[src/sv/svsr_pkg.sv]
package svsr_pkg;

  typedef enum logic [1:0] {
    CMD_START = 2'd0,
    CMD_BYTE  = 2'd1,
    CMD_TICK  = 2'd2
  } cmd_t;

  typedef enum logic [1:0] {
    STAT_READY    = 2'd0,
    STAT_TIMEOUT  = 2'd1,
    STAT_FRAMING  = 2'd2,
    STAT_CHECKSUM = 2'd3
  } status_t;

  typedef enum logic {
    KIND_STATUS = 1'b0,
    KIND_DATA   = 1'b1
  } kind_t;

  localparam logic [7:0]  HDR_BYTE      = 8'hFF;
  localparam logic [7:0]  SUM_OK        = 8'hFF;
  localparam logic [15:0] TIMEOUT_RESET = 16'd200;
  localparam int          FRAME_EXTRA   = 6;
  localparam int          DATA_POS      = 5;

endpackage

[src/sv/svsr_if.sv]
interface svsr_in_if;
  logic                 valid;
  logic                 ready;
  svsr_pkg::cmd_t       command;
  logic [7:0]           byte_value;
  logic [4:0]           expected_len;

  modport source (output valid, output command, output byte_value, output expected_len,
                  input ready);
  modport sink   (input valid, input command, input byte_value, input expected_len,
                  output ready);
endinterface

interface svsr_out_if;
  logic                 valid;
  logic                 ready;
  svsr_pkg::kind_t      kind;
  svsr_pkg::status_t    status;
  logic [7:0]           servo_id;
  logic [7:0]           servo_error;
  logic [7:0]           data_byte;
  logic                 last;

  modport source (output valid, output kind, output status, output servo_id,
                  output servo_error, output data_byte, output last, input ready);
  modport sink   (input valid, input kind, input status, input servo_id,
                  input servo_error, input data_byte, input last, output ready);
endinterface

[src/sv/svsr_data_buf.sv]
module svsr_data_buf #(
  parameter int DEPTH = 16,
  parameter int AW    = 4
) (
  input  logic          clk,
  input  logic          wr_en,
  input  logic [AW-1:0] wr_addr,
  input  logic [7:0]    wr_data,
  input  logic [AW-1:0] rd_addr,
  output logic [7:0]    rd_data
);

  logic [7:0] mem [DEPTH];
  logic [7:0] rd_data_r;

  always_ff @(posedge clk) begin
    if (wr_en) begin
      mem[wr_addr] <= wr_data;
    end
  end

  always_ff @(posedge clk) begin
    rd_data_r <= mem[rd_addr];
  end

  assign rd_data = rd_data_r;

endmodule

[src/sv/servo_status_packet_receiver.sv]
// A status result is loaded into the output register by the transaction that completes
// a packet or times it out.
// Throughput: one input transaction per cycle while the output is free; a good packet
// with N data bytes then holds the input while its N bytes drain one per free cycle.
// Reset (rst_n, synchronous, active low): idle, no result pending, timeout_r = 200.
module servo_status_packet_receiver #(
  parameter int MAX_DATA = 16
) (
  input  logic        clk,
  input  logic        rst_n,
  svsr_in_if.sink     in_ch,
  svsr_out_if.source  out_ch,
  input  logic        cfg_valid,
  output logic        cfg_ready,
  input  logic [15:0] cfg_data
);
  import svsr_pkg::*;

  localparam int AW = (MAX_DATA > 1) ? $clog2(MAX_DATA) : 1;
  localparam int LW = $clog2(MAX_DATA + 1);
  localparam int CW = $clog2(MAX_DATA + FRAME_EXTRA + 1);

  typedef enum logic [2:0] {
    ST_IDLE  = 3'b001,
    ST_RECV  = 3'b010,
    ST_DRAIN = 3'b100
  } state_t;

  state_t        st_r, st_nxt;
  logic [15:0]   timeout_r;
  logic [CW-1:0] count_r, count_nxt;
  logic [LW-1:0] want_r, want_nxt;
  logic [7:0]    sum_r, sum_nxt;
  logic          hok_r, hok_nxt;
  logic [7:0]    len_r, len_nxt;
  logic [7:0]    id_r, id_nxt;
  logic [7:0]    err_r, err_nxt;
  logic [15:0]   tick_r, tick_nxt;
  logic [AW-1:0] idx_r, idx_nxt;

  logic          out_valid_r, out_valid_nxt;
  kind_t         out_kind_r, out_kind_nxt;
  status_t       out_status_r, out_status_nxt;
  logic [7:0]    out_id_r, out_id_nxt;
  logic [7:0]    out_err_r, out_err_nxt;
  logic [7:0]    out_data_r, out_data_nxt;
  logic          out_last_r, out_last_nxt;

  logic          accept;
  logic          slot_free;
  logic          wr_en;
  logic [AW-1:0] wr_addr;
  logic [7:0]    rd_data;
  logic [CW-1:0] pos;
  logic [CW-1:0] dpos;
  status_t       chk;

  assign cfg_ready = 1'b1;
  assign slot_free = !out_valid_r || out_ch.ready;
  assign in_ch.ready = (st_r != ST_DRAIN) && slot_free;
  assign accept = in_ch.valid && in_ch.ready;
  assign pos = count_r;
  assign dpos = pos - CW'(DATA_POS);

  svsr_data_buf #(
    .DEPTH (MAX_DATA),
    .AW    (AW)
  ) u_buf (
    .clk     (clk),
    .wr_en   (wr_en),
    .wr_addr (wr_addr),
    .wr_data (in_ch.byte_value),
    .rd_addr (idx_nxt),
    .rd_data (rd_data)
  );

  always_comb begin
    st_nxt         = st_r;
    count_nxt      = count_r;
    want_nxt       = want_r;
    sum_nxt        = sum_r;
    hok_nxt        = hok_r;
    len_nxt        = len_r;
    id_nxt         = id_r;
    err_nxt        = err_r;
    tick_nxt       = tick_r;
    idx_nxt        = idx_r;
    wr_en          = 1'b0;
    wr_addr        = AW'(dpos);
    chk            = STAT_READY;
    out_valid_nxt  = out_valid_r && !out_ch.ready;
    out_kind_nxt   = out_kind_r;
    out_status_nxt = out_status_r;
    out_id_nxt     = out_id_r;
    out_err_nxt    = out_err_r;
    out_data_nxt   = out_data_r;
    out_last_nxt   = out_last_r;

    if (accept) begin
      case (in_ch.command)
        CMD_START: begin
          st_nxt    = ST_RECV;
          count_nxt = '0;
          if (32'(in_ch.expected_len) > MAX_DATA) begin
            want_nxt = LW'(MAX_DATA);
          end else begin
            want_nxt = LW'(in_ch.expected_len);
          end
          sum_nxt  = '0;
          hok_nxt  = 1'b1;
          len_nxt  = '0;
          id_nxt   = '0;
          err_nxt  = '0;
          tick_nxt = '0;
        end
        CMD_TICK: begin
          if (st_r == ST_RECV) begin
            if (tick_r != 16'hFFFF) begin
              tick_nxt = tick_r + 16'd1;
            end
            if (tick_nxt >= timeout_r) begin
              st_nxt         = ST_IDLE;
              out_valid_nxt  = 1'b1;
              out_kind_nxt   = KIND_STATUS;
              out_status_nxt = STAT_TIMEOUT;
              out_id_nxt     = '0;
              out_err_nxt    = '0;
              out_data_nxt   = '0;
              out_last_nxt   = 1'b1;
            end
          end
        end
        CMD_BYTE: begin
          if (st_r == ST_RECV) begin
            if (pos < CW'(2)) begin
              if (in_ch.byte_value != HDR_BYTE) begin
                hok_nxt = 1'b0;
              end
            end else begin
              sum_nxt = sum_r + in_ch.byte_value;
              if (pos == CW'(2)) begin
                id_nxt = in_ch.byte_value;
              end else if (pos == CW'(3)) begin
                len_nxt = in_ch.byte_value;
              end else if (pos == CW'(4)) begin
                err_nxt = in_ch.byte_value;
              end else if (dpos < CW'(want_r)) begin
                wr_en = 1'b1;
              end
            end
            count_nxt = pos + CW'(1);
            if (count_nxt == CW'(want_r) + CW'(FRAME_EXTRA)) begin
              st_nxt = ST_IDLE;
              if (!hok_r || ({1'b0, len_r} != 9'(want_r) + 9'd2)) begin
                chk = STAT_FRAMING;
              end else if (sum_nxt != SUM_OK) begin
                chk = STAT_CHECKSUM;
              end
              out_valid_nxt  = 1'b1;
              out_kind_nxt   = KIND_STATUS;
              out_status_nxt = chk;
              out_id_nxt     = id_r;
              out_err_nxt    = err_r;
              out_data_nxt   = '0;
              out_last_nxt   = 1'b1;
              if (chk == STAT_READY && want_r != '0) begin
                out_last_nxt = 1'b0;
                st_nxt       = ST_DRAIN;
                idx_nxt      = '0;
              end
            end
          end
        end
        default: begin
        end
      endcase
    end else if (st_r == ST_DRAIN && slot_free) begin
      out_valid_nxt  = 1'b1;
      out_kind_nxt   = KIND_DATA;
      out_status_nxt = STAT_READY;
      out_id_nxt     = '0;
      out_err_nxt    = '0;
      out_data_nxt   = rd_data;
      out_last_nxt   = (LW'(idx_r) + LW'(1)) == want_r;
      idx_nxt        = AW'(LW'(idx_r) + LW'(1));
      if (out_last_nxt) begin
        st_nxt = ST_IDLE;
      end
    end
  end

  always_ff @(posedge clk) begin
    if (!rst_n) begin
      st_r        <= ST_IDLE;
      timeout_r   <= TIMEOUT_RESET;
      count_r     <= '0;
      want_r      <= '0;
      sum_r       <= '0;
      hok_r       <= 1'b1;
      len_r       <= '0;
      id_r        <= '0;
      err_r       <= '0;
      tick_r      <= '0;
      idx_r       <= '0;
      out_valid_r <= 1'b0;
    end else begin
      st_r        <= st_nxt;
      count_r     <= count_nxt;
      want_r      <= want_nxt;
      sum_r       <= sum_nxt;
      hok_r       <= hok_nxt;
      len_r       <= len_nxt;
      id_r        <= id_nxt;
      err_r       <= err_nxt;
      tick_r      <= tick_nxt;
      idx_r       <= idx_nxt;
      out_valid_r <= out_valid_nxt;
      if (cfg_valid && cfg_ready) begin
        timeout_r <= cfg_data;
      end
    end
  end

  always_ff @(posedge clk) begin
    out_kind_r   <= out_kind_nxt;
    out_status_r <= out_status_nxt;
    out_id_r     <= out_id_nxt;
    out_err_r    <= out_err_nxt;
    out_data_r   <= out_data_nxt;
    out_last_r   <= out_last_nxt;
  end

  assign out_ch.valid       = out_valid_r;
  assign out_ch.kind        = out_kind_r;
  assign out_ch.status      = out_status_r;
  assign out_ch.servo_id    = out_id_r;
  assign out_ch.servo_error = out_err_r;
  assign out_ch.data_byte   = out_data_r;
  assign out_ch.last        = out_last_r;

endmodule

[src/flat_wrapper.sv]
// flat-port wrapper written by rule: the top's interface ports become plain ports
module servo_status_packet_receiver_flat import svsr_pkg::*;
#(
  parameter int MAX_DATA = 16
)
  (clk, rst_n, cfg_valid, cfg_ready, cfg_data, in_ch_valid, in_ch_command, in_ch_byte_value, in_ch_expected_len, in_ch_ready, out_ch_valid, out_ch_kind, out_ch_status, out_ch_servo_id, out_ch_servo_error, out_ch_data_byte, out_ch_last, out_ch_ready);
  svsr_in_if in_ch_i ();
  svsr_out_if out_ch_i ();
  input  logic clk;
  input  logic rst_n;
  input  logic cfg_valid;
  output logic cfg_ready;
  input  logic [15:0] cfg_data;
  input wire logic [$bits(in_ch_i.valid)-1:0] in_ch_valid;
  input wire logic [$bits(in_ch_i.command)-1:0] in_ch_command;
  input wire logic [$bits(in_ch_i.byte_value)-1:0] in_ch_byte_value;
  input wire logic [$bits(in_ch_i.expected_len)-1:0] in_ch_expected_len;
  output wire logic [$bits(in_ch_i.ready)-1:0] in_ch_ready;
  output wire logic [$bits(out_ch_i.valid)-1:0] out_ch_valid;
  output wire logic [$bits(out_ch_i.kind)-1:0] out_ch_kind;
  output wire logic [$bits(out_ch_i.status)-1:0] out_ch_status;
  output wire logic [$bits(out_ch_i.servo_id)-1:0] out_ch_servo_id;
  output wire logic [$bits(out_ch_i.servo_error)-1:0] out_ch_servo_error;
  output wire logic [$bits(out_ch_i.data_byte)-1:0] out_ch_data_byte;
  output wire logic [$bits(out_ch_i.last)-1:0] out_ch_last;
  input wire logic [$bits(out_ch_i.ready)-1:0] out_ch_ready;
  assign in_ch_i.valid = in_ch_valid;
  assign in_ch_i.command = in_ch_command;
  assign in_ch_i.byte_value = in_ch_byte_value;
  assign in_ch_i.expected_len = in_ch_expected_len;
  assign in_ch_ready = in_ch_i.ready;
  assign out_ch_valid = out_ch_i.valid;
  assign out_ch_kind = out_ch_i.kind;
  assign out_ch_status = out_ch_i.status;
  assign out_ch_servo_id = out_ch_i.servo_id;
  assign out_ch_servo_error = out_ch_i.servo_error;
  assign out_ch_data_byte = out_ch_i.data_byte;
  assign out_ch_last = out_ch_i.last;
  assign out_ch_i.ready = out_ch_ready;
  servo_status_packet_receiver #(.MAX_DATA(MAX_DATA)) u_core (.clk(clk), .rst_n(rst_n), .in_ch(in_ch_i), .out_ch(out_ch_i), .cfg_valid(cfg_valid), .cfg_ready(cfg_ready), .cfg_data(cfg_data));
endmodule
[config.mk]
export PLATFORM = sky130hd
export DESIGN_NAME = servo_status_packet_receiver_flat
export DESIGN_NICKNAME = d
export VERILOG_FILES = /design/src/sv/svsr_pkg.sv /design/src/sv/svsr_if.sv /design/src/sv/svsr_data_buf.sv /design/src/sv/servo_status_packet_receiver.sv /design/src/flat_wrapper.sv
export SDC_FILE = /design/constraint.sdc
export NUM_CORES = 1
export LEC_CHECK = 0
export ABC_AREA = 1
export BUFFER_PORTS_ARGS = -buffer_cell sky130_fd_sc_hd__buf_2
export CAP_MARGIN = 20
export CORE_ASPECT_RATIO = 2
export CORE_UTILIZATION = 60
export CTS_CLUSTER_SIZE = 28
export DETAILED_ROUTE_END_ITERATION = 6
export PLACE_DENSITY = 0.79
export SLEW_MARGIN = 20
export SYNTH_ARGS = -nofsm -noshare
export SYNTH_HDL_FRONTEND = slang
export SYNTH_SLANG_ARGS = --single-unit
[constraint.sdc]
create_clock -name clk -period 8.8 [get_ports clk]
set_input_delay 0.44 -clock clk [delete_from_list [all_inputs] [get_ports clk]]
set_output_delay 0.44 -clock clk [all_outputs]
set_load 0.05 [all_outputs]
After elaboration in Yosys (flattened, before gate mapping)
Memory sizes are Yosys's and may differ from the RTL's. A register that Yosys moved wholly into a read port is not among the register bits.
Cells that the tools add are included.
{"block": "word_totals", "output_inout_bits": 31, "elab_cells": 196, "ram_bits": 128, "ff_bits": 111, "mem_count": 1, "inputBits": 36}
{"memory": "u_core.u_buf.mem", "depth": 16, "word_bits": 8, "rd": 1, "rd_clocked_by_memory_dff": 1, "wr": 1, "line": "svsr_data_buf.sv:13", "text": "logic [7:0] mem [DEPTH];"}
{"block": "op_classes", "mux": 110, "reduce_logical": 26, "n_eq_ne": 30, "add_sub_neg": 7, "n_lt_le_gt_ge": 4}
{"op": "8-bit 2-to-1 mux", "count": 30}
{"op": "8-bit one-hot mux with 2 select lines", "count": 7}
{"op": "16-bit 2-to-1 mux", "count": 5}
{"op": "1-bit 2-to-1 mux", "count": 32}
{"op": "16-bit one-hot mux with 2 select lines", "count": 1}
{"op": "2-bit 2-to-1 mux", "count": 12}
{"op": "3-bit 2-to-1 mux", "count": 8}
{"op": "4-bit 2-to-1 mux", "count": 6}
{"op": "3-bit != test (second input constant)", "count": 6}
{"op": "16-bit by 1-bit adder with 16-bit output (second input constant)", "count": 1}
{"op": "16-bit greater-or-equal comparator", "count": 1}
{"op": "16-bit != test (second input constant)", "count": 1}
{"op": "8-bit != test (second input constant)", "count": 2}
{"op": "2-bit by 1-bit != test with 1-bit output (second input constant)", "count": 7}
{"op": "7-bit AND reduction", "count": 2}
{"op": "6-bit AND reduction", "count": 2}
{"op": "5-bit by 2-bit == test with 1-bit output (second input constant)", "count": 2}
{"op": "5-bit == test", "count": 2}
{"op": "5-bit 2-to-1 mux", "count": 2}
{"op": "5-bit one-hot mux with 2 select lines", "count": 1}
{"op": "5-bit AND reduction", "count": 2}
{"op": "8-bit by 9-bit != test with 1-bit output", "count": 1}
{"op": "3-bit one-hot mux with 3 select lines", "count": 1}
{"op": "8-bit adder", "count": 1}
{"op": "25 further kinds", "count": 42}

Logic depth before layout (Yosys ltp)
{"block": "depth", "ltp_word": 19, "ltp_mapped": 26}

Modules after synthesis
From an unflattened synthesis, not the netlist that was laid out.
{"block": "unflattened", "cells_unflattened": 1398, "hier_area_um2": 12149.2}
{"mod": "servo_status_packet_receiver", "instances": 1, "area_each_um2": 6376.1, "seq_area_each_um2": 2502.4, "cells_per_inst": 847}
{"mod": "svsr_data_buf", "instances": 1, "area_each_um2": 5773.0, "seq_area_each_um2": 4003.8, "cells_per_inst": 551}

Least setup slack after synthesis
Ideal clock, no wire load.
{"block": "synth_timing", "path_type": "register -> register", "start": "reg u_core.tick_r[0]", "end": "reg u_core.out_data_r[0], in the netlist u_core.out_ch.data_byte[0] (enable)", "required_time_ps": 8387, "synth_period_minus_slack_ps": 4395, "stages_incl_launch_ff": 19, "n_path_buf": 0, "arrival_time_ps": 3982, "slack_ps": 4405, "cell_sequence": "dfxtp_1 ha_1 inv_1 nor4_1 nand4_1 nor2_1 inv_1 nor3_2 nor2_1 xor2_1 ha_1 nand2_1 inv_1 nand4_1 o311ai_0 nand2_1 nand3_1 nand2_1 nor2_1"}
{"block": "synth_via", "elab_chain_cells": 8, "word_cells_on_any_way": 9}
{"item": "from (decl)", "line": "servo_status_packet_receiver.sv:38", "text": "logic [15:0] tick_r, tick_nxt;"}
{"item": "from (signal assigned)", "line": "servo_status_packet_receiver.sv:215", "text": "tick_r <= tick_nxt;"}
{"item": "16-bit by 1-bit adder with 16-bit output or 16-bit != test (tied branches)", "line": "servo_status_packet_receiver.sv:119, servo_status_packet_receiver.sv:118"}
{"item": "16-bit 2-to-1 mux (*)", "line": "servo_status_packet_receiver.sv:118", "text": "if (tick_r != 16'hFFFF) begin"}
{"item": "16-bit 2-to-1 mux (*)", "line": "servo_status_packet_receiver.sv:117", "text": "if (st_r == ST_RECV) begin"}
{"item": "16-bit 2-to-1 mux (*)", "line": "servo_status_packet_receiver.sv:100", "text": "case (in_ch.command)"}
{"item": "16-bit 2-to-1 mux (*)", "line": "servo_status_packet_receiver.sv:99", "text": "if (accept) begin"}
{"item": "16-bit greater-or-equal comparator (*)", "line": "servo_status_packet_receiver.sv:121", "text": "if (tick_nxt >= timeout_r) begin"}
{"item": "3-bit != test (no line) (*)"}
{"item": "6-bit AND reduction (no line) (*)"}
{"item": "to (signal assigned)", "line": "servo_status_packet_receiver.sv:229", "text": "out_data_r <= out_data_nxt;"}
{"item": "to (decl)", "line": "servo_status_packet_receiver.sv:46", "text": "logic [7:0] out_data_r, out_data_nxt;"}
Mark *: on every way between the ends. The rest lies on a longest branch, timed or not. The select of a mux whose other input is x is not followed.
A chain may end at the register's enable or synchronous reset.

Worst setup path in the final report
{"block": "layout_timing", "start": "reg u_core.count_r[1]", "end": "mem u_core.u_buf.mem[5][1] (enable)"}
{"block": "layout_via", "elab_chain_cells": 12, "word_cells_on_any_way": 16}
{"item": "from (decl)", "line": "servo_status_packet_receiver.sv:31", "text": "logic [CW-1:0] count_r, count_nxt;"}
{"item": "from (signal assigned)", "line": "servo_status_packet_receiver.sv:208", "text": "count_r <= count_nxt;"}
{"item": "5-bit by 3-bit subtractor with 5-bit output", "line": "servo_status_packet_receiver.sv:63", "text": "assign dpos = pos - CW'(DATA_POS);"}
{"item": "5-bit < comparator", "line": "servo_status_packet_receiver.sv:147", "text": "end else if (dpos < CW'(want_r)) begin"}
{"item": "1-bit 2-to-1 mux", "line": "servo_status_packet_receiver.sv:147"}
{"item": "1-bit 2-to-1 mux", "line": "servo_status_packet_receiver.sv:145", "text": "end else if (pos == CW'(4)) begin"}
{"item": "1-bit 2-to-1 mux", "line": "servo_status_packet_receiver.sv:143", "text": "end else if (pos == CW'(3)) begin"}
{"item": "1-bit 2-to-1 mux", "line": "servo_status_packet_receiver.sv:141", "text": "if (pos == CW'(2)) begin"}
{"item": "1-bit 2-to-1 mux", "line": "servo_status_packet_receiver.sv:135", "text": "if (pos < CW'(2)) begin"}
{"item": "1-bit 2-to-1 mux", "line": "servo_status_packet_receiver.sv:134", "text": "if (st_r == ST_RECV) begin"}
{"item": "1-bit 2-to-1 mux", "line": "servo_status_packet_receiver.sv:100"}
{"item": "1-bit 2-to-1 mux", "line": "servo_status_packet_receiver.sv:99"}
{"item": "1-bit 2-to-1 mux", "line": "svsr_data_buf.sv:17", "text": "if (wr_en) begin"}
{"item": "1-bit 2-to-1 mux (implied by the code)", "line": "svsr_data_buf.sv:18", "text": "mem[wr_addr] <= wr_data;"}
{"item": "to (decl)", "line": "svsr_data_buf.sv:13"}
Parallel ways exist; a longest one is shown, timed or not.

==> results.sh <==
export IMPL_grt_pass1_wl_um=48100
export IMPL_synthTopCellsByCount="266 x nand2_1, 216 x inv_1, 183 x nand3_1, 156 x edfxtp_1, 101 x nor2_1"
export IMPL_yosys_area_top_type_share_pct=38.9
export IMPL_worstReg2RegStart="u_core.count_r[1]"
export IMPL_synthFlopType="edfxtp_1"
export IMPL_worstPathMaxFanout=8
export IMPL_fillCellCount=1641
export IMPL_p_clk_share_pct=38.8
export IMPL_ys_warn_count=0
export IMPL_worstSkewPairLatency_ns=0.53
export IMPL_drtIter0Drc=734
export IMPL_yosys_top_cells_area="edfxtp_1 39%, dfxtp_1 15%, nand2_1 8.3%"
export IMPL_setup_violations=0
export IMPL_worst_slack_ns=4.38
export IMPL_slew_viol_final=0
export IMPL_syn_cell_area_um2=12100
export IMPL_die_h_um=202
export IMPL_r2r_cells=11
export IMPL_clock_fmax_mhz=226
export IMPL_synth_nets=1450
export IMPL_vias=9579
export IMPL_grt_pass1_vias=9426
export IMPL_synthCells=1372
export IMPL_synth_most_common_cell="nand2_1"
export IMPL_outcome="completed"
export IMPL_hold_buffers=0
export IMPL_ant_nets=0
export IMPL_leakagePower_nw=5.60
export IMPL_cts_buffers=21
export IMPL_gp_congestion=0.968
export IMPL_drc_errors=0
export IMPL_core_region_area_um2=19800
export IMPL_finalHoldViolations=0
export IMPL_num_nets_final=1492
export IMPL_rsz0062_at_grt="no"
export IMPL_top_usage_layer="met2"
export IMPL_totalNegativeSetupSlack_ns=0
export IMPL_end_kind="flop"
export IMPL_place_port_buffers=65
export IMPL_synth_edf_count=156
export IMPL_start_kind="flop"
export IMPL_yosys_cell_types_count=43
export IMPL_synth_seq_area_share_pct=54.0
export IMPL_cts_setup_buffers=0
export IMPL_areaGrowthSynthToFinish_pct=9.36
export IMPL_place_hpwl_um=21800
export IMPL_peakVddDrop_v=0.000152
export IMPL_antenna_found_initial=0
export IMPL_drive_gt1_share_pct=8.83
export IMPL_synth_largest_area_cell="edfxtp_1"
export IMPL_overflow=0
export IMPL_r2r_end="u_core.u_buf.mem[5][1]"
export IMPL_clk_pin_slew_worst_paths_ns=0.07
export IMPL_die_width_um=102
export IMPL_required_ns=8.95
export IMPL_clockBufferDepth=3
export IMPL_use_met3_pct=3.46
export IMPL_ys_seq_elements=247
export IMPL_root_buffer="clkbuf_16"
export IMPL_slew_headroom_pct=23.3
export IMPL_worst_slew_pin_slew_ns=1.12
export IMPL_htree_levels=1
export IMPL_arrival_ns=4.57
export IMPL_p_switching_mw=0.607
export IMPL_grt_use_total_pct=31.2
export IMPL_wl_per_cell_um=18.4
export IMPL_hold_path_class="in -> reg"
export IMPL_dieArea_um2=20700
export IMPL_powerDensity_nw_per_um2=187
export IMPL_power_internal_mw=1.85
export IMPL_max_cap_violations=0
export IMPL_cts_tree="done"
export IMPL_routed_wl_um=31100
export IMPL_rrSetupSlack_ns=4.38
export IMPL_via_per_inst=5.67
export IMPL_grt_util_met1_pct=30.5
export IMPL_hp_start="cfg_data[6]"
export IMPL_p_sw_share_pct=24.7
export IMPL_gr_usage_met2_pct=55.4
export IMPL_critPathKind="reg -> reg"
export IMPL_postSynthAreaPerCell_um2=8.78
export IMPL_fin_crit_ns=4.42
export IMPL_rows=73
export IMPL_whs_path_depth=3
export IMPL_fin_crit_sh_pct=50.2
export IMPL_cts_sinks=247
export IMPL_power_frac_seq_pct=51.8
export IMPL_dr_pass1_iters=6
export IMPL_ys_async_sr_fraction_pct=0
export IMPL_dpl_worst_slack_ns=4.09
export IMPL_initial_utilization_pct=60.8
export IMPL_antenna_cells=0
export IMPL_io_pins=67
export IMPL_hold_path_end="u_core.timeout_r[6]"
export IMPL_ctsResizeCount=0
export IMPL_grt_max_degree=67
export IMPL_combPwrFrac_pct=9.4
export IMPL_clock_skew_ns=0.0202
-- cells in the final DEF, fill, tap and decap left out, drive strengths merged, types with 2 or more instances in the layout --
master   Yosys  routed
ha          41      41
nand3      184     184
o21ai       51      51
nand2      272     272
nand4       10      10
nand3b      19      19
a2111oi      2       2
dfxtp       91      91
edfxtp     156     156
o21bai       2       2
xnor2        7       7
a22oi        2       2
inv        216     219
clkbuf      27      28
a211oi      12      12
xor2        23      23
clkinv       0       2
buf         27      73
a21oi       92      92
or2          7       7
o21a         2       2
nor4         4       4
bufinv       0       2
nor2       105     105
nor3        12      12
-- worst max-delay path: stages, from the launching register on --
cell and delay [ns]:
dfxtp_1 0.50, inv_1 0.21, ha_1 0.23, or2_2 0.31, nand2_1 0.12, inv_1 0.09
ha_1 0.27, a21oi_1 0.14, o21bai_1 0.07, a2111oi_0 0.95, nand2_1 0.40, nor2_1 0.76
-- kinds of logic after synthesis --
| family | count (synthesis) | synth area share (%) |
|---|---|---|
| buffers and inverters | 270 | 9.06 |
| AOI/OAI and AO/OA | 168 | 7.53 |
| and+or+nand+nor | 614 | 22.8 |
| DFF | 247 | 54.0 |
| xor gates and xnor gates | 30 | 2.18 |
| adders and majority gates | 42 | 4.42 |
| other | 1 | 0.0311 |
-- worst max path at each step --
stage                                             to         startpoint  cells after the start  slack, ns
final                         u_core.u_buf.mem[5][1]  u_core.count_r[1]                     11       4.38
after global routing              u_core.out_ch.kind   u_core.tick_r[0]                     19       4.16
after CTS                    u_core.u_buf.mem[12][0]  u_core.count_r[1]                     11       4.44
after detailed placement      u_core.u_buf.mem[5][7]   in_ch_command[1]                      9       4.09
after global placement        u_core.u_buf.mem[8][7]   in_ch_command[1]                      9       4.10
after floorplan           u_core.out_ch.data_byte[0]   u_core.tick_r[0]                     18       4.40
-- power by group through the flow --
stage | logic (mW) | clock network (mW) | registers (mW)
floorplan | 0.129 | 0 | 1.33
CTS | 0.230 | 0.965 | 1.27
finish | 0.232 | 0.956 | 1.27
global placement | 0.225 | 0 | 1.30
global route | 0.254 | 1.00 | 1.28
detailed placement | 0.229 | 0 | 1.30
-- area by class of cell --
type | instances | area, um^2 | area share (%)
clock buffer | 28 | 592 | 4.49
clock inverter | 8 | 100 | 0.759
inverter | 216 | 811 | 6.15
multi-input combinational | 855 | 4460 | 33.8
sequential | 247 | 6510 | 49.4
tap | 262 | 328 | 2.49
timing repair buffer | 73 | 385 | 2.92
-- stage by stage --
stage	cells	power (mW)	utilization [%]	area, um^2	hold slack [ns]
after detailed placement	1653	1.53	63.0	12500	0.449
after global routing	1689	2.53	66.5	13200	0.150
final	1689	2.46	66.5	13200	0.129
after floorplan	1372	1.46	-	12100	0.429
after CTS	1689	2.47	66.5	13200	0.114
after global placement	1653	1.52	63.0	12500	0.443
-- routing by layer --
layer  up-vias  share of wire (%)
met5         -                  0
met2       414                 53
met4         0                 10
li1       4597                  -
met3       150                5.0
met1      4418                 32
-- flip-flops by register name, summed over array words and instances, names as in the netlist, 4 cells and up --
name                       flops
u_core.count_r                 5
u_core.timeout_r              16
u_core.out_ch.servo_error      8
u_core.u_buf.rd_data           8
u_core.out_ch.data_byte        8
u_core.want_r                  5
u_core.err_r                   8
u_core.out_ch.servo_id         8
u_core.sum_r                   8
u_core.tick_r                 16
u_core.id_r                    8
u_core.len_r                   8
u_core.u_buf.mem             128
u_core.idx_r                   4
(Power assumes the default switching activity.)
